[src/rtl/odometry_pose_interpolator_assert.svh]
// Assertion macros used by the interpolator top level.
`ifndef ODOMETRY_POSE_INTERPOLATOR_ASSERT_SVH
`define ODOMETRY_POSE_INTERPOLATOR_ASSERT_SVH

// Implication checked on every clock edge outside reset.
`define OPI_ASSERT_IMPL(label, cond, prop, msg) \
  label: assert property (@(posedge clk) disable iff (rst) (cond) |-> (prop)) else $error(msg);

// Implication whose consequent is checked in the following cycle.
`define OPI_ASSERT_NEXT(label, cond, prop, msg) \
  label: assert property (@(posedge clk) disable iff (rst) (cond) |=> (prop)) else $error(msg);

`endif

[src/rtl/opi_pkg.sv]
// Types, constants and tables of the odometry pose interpolator.
`timescale 1ns / 1ps
package opi_pkg;

  localparam int DivSteps = 49;
  localparam int MulSteps = 9;
  localparam logic signed [28:0] AngPi     = 29'sd52707179;
  localparam logic signed [28:0] AngHalfPi = 29'sd26353589;
  localparam logic signed [17:0] YawLimit  = 18'sd25736;

  typedef enum logic [3:0] {
    OP_NONE, OP_ACCEPT, OP_DIV_INIT, OP_DIV_STEP, OP_ROT_INIT0, OP_ROT_INIT1,
    OP_ROT_STEP, OP_ROT_SAVE0, OP_ROT_SAVE1, OP_MUL, OP_VEC_INIT, OP_VEC_STEP,
    OP_LOAD_OUT
  } dp_op_t;

  typedef struct packed {
    dp_op_t     op;
    logic [5:0] idx;
  } dp_cmd_t;

  typedef struct packed {
    logic need;
  } dp_stat_t;

  typedef enum logic [3:0] {
    S_IDLE, S_DIV_INIT, S_DIV, S_ROT0_INIT, S_ROT0, S_ROT0_SAVE, S_ROT1_INIT,
    S_ROT1, S_ROT1_SAVE, S_MUL, S_VEC_INIT, S_VEC, S_OUT
  } ctrl_state_t;

  // Arctangent of 2^-i, radians at scale 2^24.
  function automatic logic [23:0] atan_entry(input logic [4:0] i);
    logic [23:0] r;
    unique case (i)
      5'd0: r = 24'd13176795;
      5'd1: r = 24'd7778716;
      5'd2: r = 24'd4110060;
      5'd3: r = 24'd2086331;
      5'd4: r = 24'd1047214;
      5'd5: r = 24'd524117;
      5'd6: r = 24'd262123;
      5'd7: r = 24'd131069;
      5'd8: r = 24'd65536;
      5'd9: r = 24'd32768;
      5'd10: r = 24'd16384;
      5'd11: r = 24'd8192;
      5'd12: r = 24'd4096;
      5'd13: r = 24'd2048;
      5'd14: r = 24'd1024;
      5'd15: r = 24'd512;
      5'd16: r = 24'd256;
      5'd17: r = 24'd128;
      5'd18: r = 24'd64;
      5'd19: r = 24'd32;
      5'd20: r = 24'd16;
      5'd21: r = 24'd8;
      5'd22: r = 24'd4;
      5'd23: r = 24'd2;
      default: r = 24'd0;
    endcase
    return r;
  endfunction

endpackage

[src/rtl/opi_sensor_if.sv]
// Input channel carrying one sensor read per transfer.
`timescale 1ns / 1ps
interface opi_sensor_if;
  logic               valid;
  logic               ready;
  logic        [31:0] event_time;
  logic               laser_fresh;
  logic               odometry_fresh;
  logic signed [31:0] pose_x;
  logic signed [31:0] pose_y;
  logic signed [15:0] pose_yaw;

  modport source (output valid, event_time, laser_fresh, odometry_fresh, pose_x, pose_y,
                  pose_yaw, input ready);
  modport sink (input valid, event_time, laser_fresh, odometry_fresh, pose_x, pose_y,
                pose_yaw, output ready);
endinterface

[src/rtl/opi_result_if.sv]
// Output channel carrying one interpolated pose per transfer.
`timescale 1ns / 1ps
interface opi_result_if;
  logic               valid;
  logic               ready;
  logic signed [31:0] interp_x;
  logic signed [31:0] interp_y;
  logic signed [15:0] interp_yaw;
  logic        [16:0] after_weight;
  logic        [31:0] scan_time;

  modport source (output valid, interp_x, interp_y, interp_yaw, after_weight, scan_time,
                  input ready);
  modport sink (input valid, interp_x, interp_y, interp_yaw, after_weight, scan_time,
                output ready);
endinterface

[src/rtl/opi_ctrl.sv]
// Sequencer that steps the datapath through division, CORDIC and blend passes.
`timescale 1ns / 1ps
module opi_ctrl #(
  parameter int CORDIC_STEPS = 16
) (
  input  logic              clk,
  input  logic              rst,
  input  logic              in_valid,
  output logic              in_ready,
  input  logic              out_ready,
  output logic              out_valid,
  input  opi_pkg::dp_stat_t stat,
  output opi_pkg::dp_cmd_t  cmd
);
  import opi_pkg::*;

  localparam logic [5:0] DivLast = 6'(DivSteps - 1);
  localparam logic [5:0] MulLast = 6'(MulSteps - 1);
  localparam logic [5:0] CorLast = 6'(CORDIC_STEPS - 1);

  ctrl_state_t state, state_next;
  logic [5:0]  cnt, cnt_next;
  logic        load;

  // State, counter and output valid registers.
  always_ff @(posedge clk) begin
    if (rst) begin
      state     <= S_IDLE;
      cnt       <= '0;
      out_valid <= 1'b0;
    end else begin
      state <= state_next;
      cnt   <= cnt_next;
      if (load) begin
        out_valid <= 1'b1;
      end else if (out_ready) begin
        out_valid <= 1'b0;
      end
    end
  end

  // Next state and datapath commands.
  always_comb begin
    state_next = state;
    cnt_next   = '0;
    cmd.op     = OP_NONE;
    cmd.idx    = cnt;
    in_ready   = 1'b0;
    load       = 1'b0;
    unique case (state)
      S_IDLE: begin
        in_ready = 1'b1;
        if (in_valid) begin
          cmd.op = OP_ACCEPT;
          if (stat.need) begin
            state_next = S_DIV_INIT;
          end
        end
      end
      S_DIV_INIT: begin
        cmd.op     = OP_DIV_INIT;
        state_next = S_DIV;
      end
      S_DIV: begin
        cmd.op = OP_DIV_STEP;
        if (cnt == DivLast) begin
          state_next = S_ROT0_INIT;
        end else begin
          cnt_next = cnt + 6'd1;
        end
      end
      S_ROT0_INIT: begin
        cmd.op     = OP_ROT_INIT0;
        state_next = S_ROT0;
      end
      S_ROT0: begin
        cmd.op = OP_ROT_STEP;
        if (cnt == CorLast) begin
          state_next = S_ROT0_SAVE;
        end else begin
          cnt_next = cnt + 6'd1;
        end
      end
      S_ROT0_SAVE: begin
        cmd.op     = OP_ROT_SAVE0;
        state_next = S_ROT1_INIT;
      end
      S_ROT1_INIT: begin
        cmd.op     = OP_ROT_INIT1;
        state_next = S_ROT1;
      end
      S_ROT1: begin
        cmd.op = OP_ROT_STEP;
        if (cnt == CorLast) begin
          state_next = S_ROT1_SAVE;
        end else begin
          cnt_next = cnt + 6'd1;
        end
      end
      S_ROT1_SAVE: begin
        cmd.op     = OP_ROT_SAVE1;
        state_next = S_MUL;
      end
      S_MUL: begin
        cmd.op = OP_MUL;
        if (cnt == MulLast) begin
          state_next = S_VEC_INIT;
        end else begin
          cnt_next = cnt + 6'd1;
        end
      end
      S_VEC_INIT: begin
        cmd.op     = OP_VEC_INIT;
        state_next = S_VEC;
      end
      S_VEC: begin
        cmd.op = OP_VEC_STEP;
        if (cnt == CorLast) begin
          state_next = S_OUT;
        end else begin
          cnt_next = cnt + 6'd1;
        end
      end
      S_OUT: begin
        if (!out_valid || out_ready) begin
          cmd.op     = OP_LOAD_OUT;
          load       = 1'b1;
          state_next = S_IDLE;
        end
      end
      default: state_next = S_IDLE;
    endcase
  end
endmodule

[src/rtl/opi_dp.sv]
// Datapath: pose history, weight divider, shared CORDIC and blend multiplier.
`timescale 1ns / 1ps
module opi_dp (
  input  logic                clk,
  input  logic                rst,
  input  logic         [31:0] event_time,
  input  logic                laser_fresh,
  input  logic                odometry_fresh,
  input  logic signed  [31:0] pose_x,
  input  logic signed  [31:0] pose_y,
  input  logic signed  [15:0] pose_yaw,
  input  opi_pkg::dp_cmd_t    cmd,
  output opi_pkg::dp_stat_t   stat,
  output logic signed  [31:0] interp_x,
  output logic signed  [31:0] interp_y,
  output logic signed  [15:0] interp_yaw,
  output logic         [16:0] after_weight,
  output logic         [31:0] scan_time
);
  import opi_pkg::*;

  logic               running, scan_seen;
  logic        [31:0] last_scan_time, older_time, newer_time;
  logic signed [31:0] older_x, older_y, newer_x, newer_y;
  logic signed [15:0] older_yaw, newer_yaw;

  logic        [31:0] dvs, rem;
  logic        [48:0] dvd;
  logic               dt_zero;
  logic        [16:0] wt;

  logic signed [52:0] cx, cy;
  logic signed [28:0] cz;
  logic               flip, vec_zero;
  logic signed [33:0] c0, s0, c1, s1;

  logic signed [51:0] prod;
  logic signed [52:0] acc, bx, by, sxs, sys;

  logic        [31:0] scan_n, dt_w, num_w;
  logic        [32:0] trial;
  logic signed [15:0] yaw_sel;
  logic signed [28:0] z_raw;
  logic               dir;
  logic signed [52:0] xs, ys;
  logic signed [28:0] tab;
  logic        [3:0]  k, j;
  logic signed [33:0] mv;
  logic signed [17:0] mw;
  logic signed [52:0] negx, negy;
  logic signed [52:0] rx, ry;
  logic signed [28:0] zr;
  logic signed [17:0] q;

  // A transfer yields a result when the scan lies inside the new odometry interval.
  always_comb begin
    scan_n    = laser_fresh ? event_time : last_scan_time;
    stat.need = running && odometry_fresh && (scan_seen || laser_fresh) &&
                (newer_time <= scan_n) && (scan_n <= event_time);
  end

  // Combinational helpers for the divider, CORDIC and multiplier steps.
  always_comb begin
    dt_w    = newer_time - older_time;
    num_w   = last_scan_time - older_time;
    trial   = {rem, dvd[48]};
    yaw_sel = (cmd.op == OP_ROT_INIT0) ? older_yaw : newer_yaw;
    z_raw   = {{2{yaw_sel[15]}}, yaw_sel, 11'b0};
    dir     = (cmd.op == OP_VEC_STEP) ? cy[52] : !cz[28];
    xs      = cx >>> cmd.idx[4:0];
    ys      = cy >>> cmd.idx[4:0];
    tab     = 29'(atan_entry(cmd.idx[4:0]));
    k       = cmd.idx[3:0];
    j       = k - 4'd1;
    negx    = -cx;
    negy    = -cy;
    case (k[2:0])
      3'd0: mv = 34'(older_x);
      3'd1: mv = 34'(newer_x);
      3'd2: mv = 34'(older_y);
      3'd3: mv = 34'(newer_y);
      3'd4: mv = c0;
      3'd5: mv = c1;
      3'd6: mv = s0;
      default: mv = s1;
    endcase
    mw = k[0] ? $signed({1'b0, wt}) : $signed({1'b0, 17'd65536 - wt});
    rx = bx + 53'sd32768;
    ry = by + 53'sd32768;
    zr = cz + 29'sd1024;
    q  = 18'(zr >>> 11);
  end

  // Pose history and all working registers.
  always_ff @(posedge clk) begin
    if (rst) begin
      running   <= 1'b0;
      scan_seen <= 1'b0;
    end else begin
      case (cmd.op)
        OP_ACCEPT: begin
          if (!running) begin
            if (laser_fresh && odometry_fresh) begin
              running    <= 1'b1;
              older_time <= event_time;
              newer_time <= event_time;
              older_x    <= pose_x;
              older_y    <= pose_y;
              older_yaw  <= pose_yaw;
              newer_x    <= pose_x;
              newer_y    <= pose_y;
              newer_yaw  <= pose_yaw;
            end
          end else begin
            if (laser_fresh) begin
              last_scan_time <= event_time;
              scan_seen      <= 1'b1;
            end
            if (odometry_fresh) begin
              older_time <= newer_time;
              older_x    <= newer_x;
              older_y    <= newer_y;
              older_yaw  <= newer_yaw;
              newer_time <= event_time;
              newer_x    <= pose_x;
              newer_y    <= pose_y;
              newer_yaw  <= pose_yaw;
            end
          end
        end
        OP_DIV_INIT: begin
          dvs     <= dt_w;
          dt_zero <= (dt_w == 32'd0);
          rem     <= '0;
          dvd     <= {1'b0, num_w, 16'b0} + 49'(dt_w >> 1);
        end
        OP_DIV_STEP: begin
          if (trial >= {1'b0, dvs}) begin
            rem <= 32'(trial - {1'b0, dvs});
            dvd <= {dvd[47:0], 1'b1};
          end else begin
            rem <= trial[31:0];
            dvd <= {dvd[47:0], 1'b0};
          end
        end
        OP_ROT_INIT0, OP_ROT_INIT1: begin
          if (cmd.op == OP_ROT_INIT0) begin
            wt <= dt_zero ? 17'd65536 : dvd[16:0];
          end
          // Fold the heading into the convergence range of the CORDIC.
          if (z_raw > AngHalfPi) begin
            cz   <= z_raw - AngPi;
            flip <= 1'b1;
          end else if (z_raw < -AngHalfPi) begin
            cz   <= z_raw + AngPi;
            flip <= 1'b1;
          end else begin
            cz   <= z_raw;
            flip <= 1'b0;
          end
          cx <= 53'sd1073741824;
          cy <= '0;
        end
        OP_ROT_STEP, OP_VEC_STEP: begin
          if (dir) begin
            cx <= cx - ys;
            cy <= cy + xs;
            cz <= cz - tab;
          end else begin
            cx <= cx + ys;
            cy <= cy - xs;
            cz <= cz + tab;
          end
        end
        OP_ROT_SAVE0: begin
          c0 <= flip ? negx[33:0] : cx[33:0];
          s0 <= flip ? negy[33:0] : cy[33:0];
        end
        OP_ROT_SAVE1: begin
          c1 <= flip ? negx[33:0] : cx[33:0];
          s1 <= flip ? negy[33:0] : cy[33:0];
        end
        OP_MUL: begin
          // One product per cycle, summed in pairs in the following cycle.
          prod <= mw * mv;
          if (k != 4'd0) begin
            if (!j[0]) begin
              acc <= 53'(prod);
            end else begin
              case (j[2:1])
                2'd0: bx <= acc + 53'(prod);
                2'd1: by <= acc + 53'(prod);
                2'd2: sxs <= acc + 53'(prod);
                default: sys <= acc + 53'(prod);
              endcase
            end
          end
        end
        OP_VEC_INIT: begin
          vec_zero <= (sxs == 53'sd0) && (sys == 53'sd0);
          if (sxs < 53'sd0) begin
            cz <= (sys >= 53'sd0) ? AngPi : -AngPi;
            cx <= -sxs;
            cy <= -sys;
          end else begin
            cz <= '0;
            cx <= sxs;
            cy <= sys;
          end
        end
        OP_LOAD_OUT: begin
          interp_x     <= 32'(rx >>> 16);
          interp_y     <= 32'(ry >>> 16);
          after_weight <= wt;
          scan_time    <= last_scan_time;
          if (vec_zero) begin
            interp_yaw <= '0;
          end else if (q > YawLimit) begin
            interp_yaw <= 16'(YawLimit);
          end else if (q < -YawLimit) begin
            interp_yaw <= 16'(-YawLimit);
          end else begin
            interp_yaw <= q[15:0];
          end
        end
        default: ;
      endcase
    end
  end
endmodule

[src/rtl/odometry_pose_interpolator.sv]
// Top level of the odometry pose interpolator.
`timescale 1ns / 1ps
`include "odometry_pose_interpolator_assert.svh"
// Takes one sensor read per transfer and, when an odometry update brackets the
// latest laser scan time, returns the pose interpolated at that time. A read
// that yields no result leaves the block ready for the next read. A read that
// yields a result keeps the block busy through a bit-serial divider for the
// weight, two CORDIC rotation passes for the unit vectors of both headings, one
// shared multiplier for the blends and a vectoring CORDIC pass for the mean
// heading. The finished result sits in an output register, so the next read is
// taken while it waits.
module odometry_pose_interpolator #(
  parameter int CORDIC_STEPS = 16
) (
  input logic         clk,
  input logic         rst,
  opi_sensor_if.sink  sensor,
  opi_result_if.source result
);
  import opi_pkg::*;

  dp_cmd_t  cmd;
  dp_stat_t stat;

  opi_ctrl #(.CORDIC_STEPS(CORDIC_STEPS)) u_ctrl (
    .clk       (clk),
    .rst       (rst),
    .in_valid  (sensor.valid),
    .in_ready  (sensor.ready),
    .out_ready (result.ready),
    .out_valid (result.valid),
    .stat      (stat),
    .cmd       (cmd)
  );

  opi_dp u_dp (
    .clk            (clk),
    .rst            (rst),
    .event_time     (sensor.event_time),
    .laser_fresh    (sensor.laser_fresh),
    .odometry_fresh (sensor.odometry_fresh),
    .pose_x         (sensor.pose_x),
    .pose_y         (sensor.pose_y),
    .pose_yaw       (sensor.pose_yaw),
    .cmd            (cmd),
    .stat           (stat),
    .interp_x       (result.interp_x),
    .interp_y       (result.interp_y),
    .interp_yaw     (result.interp_yaw),
    .after_weight   (result.after_weight),
    .scan_time      (result.scan_time)
  );

  // A loaded result is presented on the next cycle.
  `OPI_ASSERT_NEXT(a_load_shows, cmd.op == OP_LOAD_OUT, result.valid, "result not shown")
  // A transfer without a result leaves the block ready again.
  `OPI_ASSERT_NEXT(a_no_result_ready, sensor.valid && sensor.ready && !stat.need,
                   sensor.ready, "idle transfer left block busy")
  // The weight never exceeds one.
  `OPI_ASSERT_IMPL(a_weight_range, result.valid, result.after_weight <= 17'd65536,
                   "weight above one")
endmodule

[src/flat_wrapper.sv]
// flat-port wrapper written by rule: the top's interface ports become plain ports
module odometry_pose_interpolator_flat import opi_pkg::*;
#(
  parameter int CORDIC_STEPS = 16
)
  (clk, rst, sensor_valid, sensor_event_time, sensor_laser_fresh, sensor_odometry_fresh, sensor_pose_x, sensor_pose_y, sensor_pose_yaw, sensor_ready, result_valid, result_interp_x, result_interp_y, result_interp_yaw, result_after_weight, result_scan_time, result_ready);
  opi_sensor_if sensor_i ();
  opi_result_if result_i ();
  input logic clk;
  input logic rst;
  input wire logic [$bits(sensor_i.valid)-1:0] sensor_valid;
  input wire logic [$bits(sensor_i.event_time)-1:0] sensor_event_time;
  input wire logic [$bits(sensor_i.laser_fresh)-1:0] sensor_laser_fresh;
  input wire logic [$bits(sensor_i.odometry_fresh)-1:0] sensor_odometry_fresh;
  input wire logic [$bits(sensor_i.pose_x)-1:0] sensor_pose_x;
  input wire logic [$bits(sensor_i.pose_y)-1:0] sensor_pose_y;
  input wire logic [$bits(sensor_i.pose_yaw)-1:0] sensor_pose_yaw;
  output wire logic [$bits(sensor_i.ready)-1:0] sensor_ready;
  output wire logic [$bits(result_i.valid)-1:0] result_valid;
  output wire logic [$bits(result_i.interp_x)-1:0] result_interp_x;
  output wire logic [$bits(result_i.interp_y)-1:0] result_interp_y;
  output wire logic [$bits(result_i.interp_yaw)-1:0] result_interp_yaw;
  output wire logic [$bits(result_i.after_weight)-1:0] result_after_weight;
  output wire logic [$bits(result_i.scan_time)-1:0] result_scan_time;
  input wire logic [$bits(result_i.ready)-1:0] result_ready;
  assign sensor_i.valid = sensor_valid;
  assign sensor_i.event_time = sensor_event_time;
  assign sensor_i.laser_fresh = sensor_laser_fresh;
  assign sensor_i.odometry_fresh = sensor_odometry_fresh;
  assign sensor_i.pose_x = sensor_pose_x;
  assign sensor_i.pose_y = sensor_pose_y;
  assign sensor_i.pose_yaw = sensor_pose_yaw;
  assign sensor_ready = sensor_i.ready;
  assign result_valid = result_i.valid;
  assign result_interp_x = result_i.interp_x;
  assign result_interp_y = result_i.interp_y;
  assign result_interp_yaw = result_i.interp_yaw;
  assign result_after_weight = result_i.after_weight;
  assign result_scan_time = result_i.scan_time;
  assign result_i.ready = result_ready;
  odometry_pose_interpolator #(.CORDIC_STEPS(CORDIC_STEPS)) u_core (.clk(clk), .rst(rst), .sensor(sensor_i), .result(result_i));
endmodule
[config.mk]
export PLATFORM = sky130hd
export DESIGN_NAME = odometry_pose_interpolator_flat
export DESIGN_NICKNAME = d
export VERILOG_FILES = /design/src/rtl/opi_pkg.sv /design/src/rtl/opi_sensor_if.sv /design/src/rtl/opi_result_if.sv /design/src/rtl/opi_ctrl.sv /design/src/rtl/opi_dp.sv /design/src/rtl/odometry_pose_interpolator.sv /design/src/flat_wrapper.sv
export VERILOG_INCLUDE_DIRS = /design/src /design/src/rtl
export SDC_FILE = /design/constraint.sdc
export NUM_CORES = 2
export LEC_CHECK = 0
export CORE_MARGIN = 2
export CORE_UTILIZATION = 55
export CTS_CLUSTER_SIZE = 14
export DETAILED_ROUTE_END_ITERATION = 6
export DONT_BUFFER_PORTS = 1
export PLACE_DENSITY = 0.71
export SLEW_MARGIN = 20
export SYNTH_ARGS = -nofsm -noshare
export SYNTH_HDL_FRONTEND = slang
export SYNTH_HIERARCHICAL = 1
export SYNTH_SLANG_ARGS = --single-unit
[constraint.sdc]
create_clock -name clk -period 22.3 [get_ports clk]
set_input_delay 3.345 -clock clk [delete_from_list [all_inputs] [get_ports clk]]
set_output_delay 3.345 -clock clk [all_outputs]
set_load 0.02 [all_outputs]
==> run_results.csv <==
group,metric,value,unit
outcome,status,"finished, violations left",
outcome,violations,"DRC",
synth,synth_edf_count,1065,
place,numPortBuffers,0,
clocking,cts_resized,0,
route,routed-via-count,70939,
floorplanning,start_util,55.2,%
sta,worstMarginPinSlew,1230,ps
synth,synthDistinctLibCells,96,
sta,slew_headroom,17.2,%
grt,grt_max_degree,120,
worst_setup_path,crit_fanout,72,
grt,first_global_vias,69685,
synth,syn_area_per_cell,10.2,um2
clocking,clkLatencyLatePin,800,ps
sta,rsz0062_at_grt,"false",
route,drt.antenna.violating_nets,0,
clocking,clk_pin_slew,60,ps
synth,ys_warn_count,6,
clocking,cts-root-buf,"clkbuf_16",
sta,fin_crit_sh,51.2,%
route,drt-initial-drc-count,8078,
worst_setup_path,crit_slowest_cell,"fa_1",
sta,fmax,87.6,MHz
worst_setup_path,critPathLaunchType,"flip-flop",
route,drc,16,
sta,hold_viol_final,0,
synth,syn_area,0.0908,mm2
final_layout,utilization,59.1,%
synth,async_flop_share,0,%
final_layout,area_delta_synth_final,7.04,%
clocking,post_cts_buffers,0,
route,wl,295,mm
final_layout,drive_above_1_share,7.49,%
clocking,holdBufCountCts,0,
synth,synth-main-ff-cell,"edfxtp_1",
floorplanning,placementRows,149,
sta,fin_worst_skew,86.8,ps
final_layout,final_common_cell,"edfxtp_1",
worst_setup_path,crit_required,22760,ps
grt,grt_antenna_before_repair,18,
floorplanning,ioPinCount,249,
synth,ys_seq_elements,1078,
synth,postSynthCellCount,8934,
final_layout,nets,9934,
sta,final_max_slew_viol_count,0,
route,drt-wirelength-per-cell,26.7,um
sta,tns,0,ps
route,drt-pass1-iter-count,7,
floorplanning,die_w,410,um
worst_setup_path,max_stage_delay,1000,ps
pwr,powerDensity,75.3,mW/mm2
final_layout,most-common-layout-cells,"edfxtp_1 (1065), inv_1 (931), nand2_1 (845)",
clocking,ctsLongestPathBuffers,3,
final_layout,layout.cells.non_filler,11058,
clocking,cts_tree,"done",
synth,seq_area_frac_synth,35.5,%
flow_run,max_cap_viol_count,0,
worst_setup_path,critPathKind,"flip-flop to flip-flop",
grt,grt_first_pass_wirelength,439,mm
place,dp_hpwl,224,mm
clocking,cts_inserted_buffers,115,
place,gp_congestion,0.990,
floorplanning,die_h,410,um
route,viasPerCell,6.42,
floorplanning,core,0.164,mm2
sta,setup_viol,0,
clocking,cts.htree.levels,3,
clocking,cts.sinks,1078,
pwr,peakVddDrop,0.000124,V
floorplanning,dieArea,0.168,mm2
pwr,power_leakage,38.2,nW
grt,grt_use_total,34.7,%
grt,grt-ovfl-total,0,
min_path,worstHoldPathType,"flip-flop to flip-flop",
sta,finalCriticalPeriod,11410,ps
worst_setup_path,crit_path_end_kind,"flip-flop",
worst_setup_path,crit_arrival,11880,ps
place,dp_cells,10824,
synth,synth_fp_nets,10116,
[path summary, 6_finish.rpt]
path,start,to,slack [ps],cells past startpoint
setup / recovery,u_core/u_ctrl/cnt[0]$_SDFF_PP0_,u_core/u_dp/prod[49]$_DFFE_PP_,10890,29
hold / removal,u_core/u_dp/prod[4]$_DFFE_PP_,u_core/u_dp/acc[4]$_DFFE_PP_,460,0
setup reg to reg,u_core/u_ctrl/cnt[0]$_SDFF_PP0_,u_core/u_dp/prod[49]$_DFFE_PP_,10890,29
hold reg to reg,u_core/u_dp/prod[4]$_DFFE_PP_,u_core/u_dp/acc[4]$_DFFE_PP_,460,0
[flip-flops by register name (all words and copies together), names as in the netlist, 33 cells and up]
name	flops
u_core/u_dp/cx	53
u_core/u_dp/cy	53
u_core/u_dp/sxs	53
u_core/u_dp/sys	53
u_core/u_dp/acc	52
u_core/u_dp/prod	52
u_core/u_dp/dvd	49
u_core/u_dp/c0	34
u_core/u_dp/c1	34
u_core/u_dp/s0	34
u_core/u_dp/s1	34
u_core/u_dp/bx	33
u_core/u_dp/by	33
[area by class of cell]
cell class,instances,area [um2]
Fill cell,13672,67200
Multi-Input combinational cell,6520,53700
Sequential cell,1078,32300
Inverter,934,3510
Clock buffer,136,3020
Tap cell,2189,2740
Clock inverter,81,1080
Timing Repair Buffer,103,786
Antenna cell,17,42.5
[Yosys cell counts, types with 164 or more instances]
cell type	instances	area, um2
o21ai_0	417	2090
a21oi_1	508	2540
ha_1	505	6320
mux2i_1	164	1640
nand2_1	846	3180
a21o_1	213	1600
nor2_1	593	2230
edfxtp_1	1065	32000
inv_1	931	3490
fa_1	559	11200
xor2_1	325	2850
clkbuf_1	320	1200
xnor2_1	394	3450
[critical path, delay by kind of cell (launching register included)]
| kind | cells | cell delay (ps) |
|---|---|---|
| adder cells (fa/ha/maj) | 7 | 3880 |
| AO/OA/AOI/OAI | 9 | 3510 |
| buffers and inverters | 8 | 2390 |
| AND/OR/NAND/NOR | 4 | 570 |
| flip-flops | 1 | 510 |
| XOR/XNOR | 1 | 80 |
[cell families (layout without fill, tap and decap cells)]
| kind of cell | Yosys count | in the layout | share of synthesized area [%] |
|---|---|---|---|
| and+or+nand+nor | 2327 | 2327 | 12.0 |
| buffers and inverters | 1336 | 1254 | 5.56 |
| AOI/OAI and AO/OA | 1991 | 1991 | 14.1 |
| xor gates and xnor gates | 719 | 719 | 6.94 |
| adders and majority gates | 1064 | 1064 | 19.3 |
| DFF | 1078 | 1078 | 35.5 |
| muxes | 419 | 419 | 6.61 |
| other | 0 | 17 | 0 |
[metrics by stage]
stage               setup slack, ps  instance area (um2)  total power [mW]  hold WS (ps)
floorplan                      4100                90800              4.49           426
global placement              11370                93000              5.16           443
detailed placement            11100                93000              5.23           448
CTS                           11020                97100              7.31           461
global route                  10330                97200              7.74           472
finish                        10890                97200              7.31           464
[power by group]
part,internal (mW),switching (mW),total (mW)
Combinational,1.11,1.71,2.82
Clock,1.22,0.857,2.07
Sequential,2.40,0.0239,2.42
[routing by layer]
metal  share of wire, %  GRT usage [%]
met5             0.0044              0
met4                7.4           22.1
met3                8.8           6.86
met2                 46           54.7
met1                 38           43.7
No activity file was read; power rests on OpenSTA's default activity.
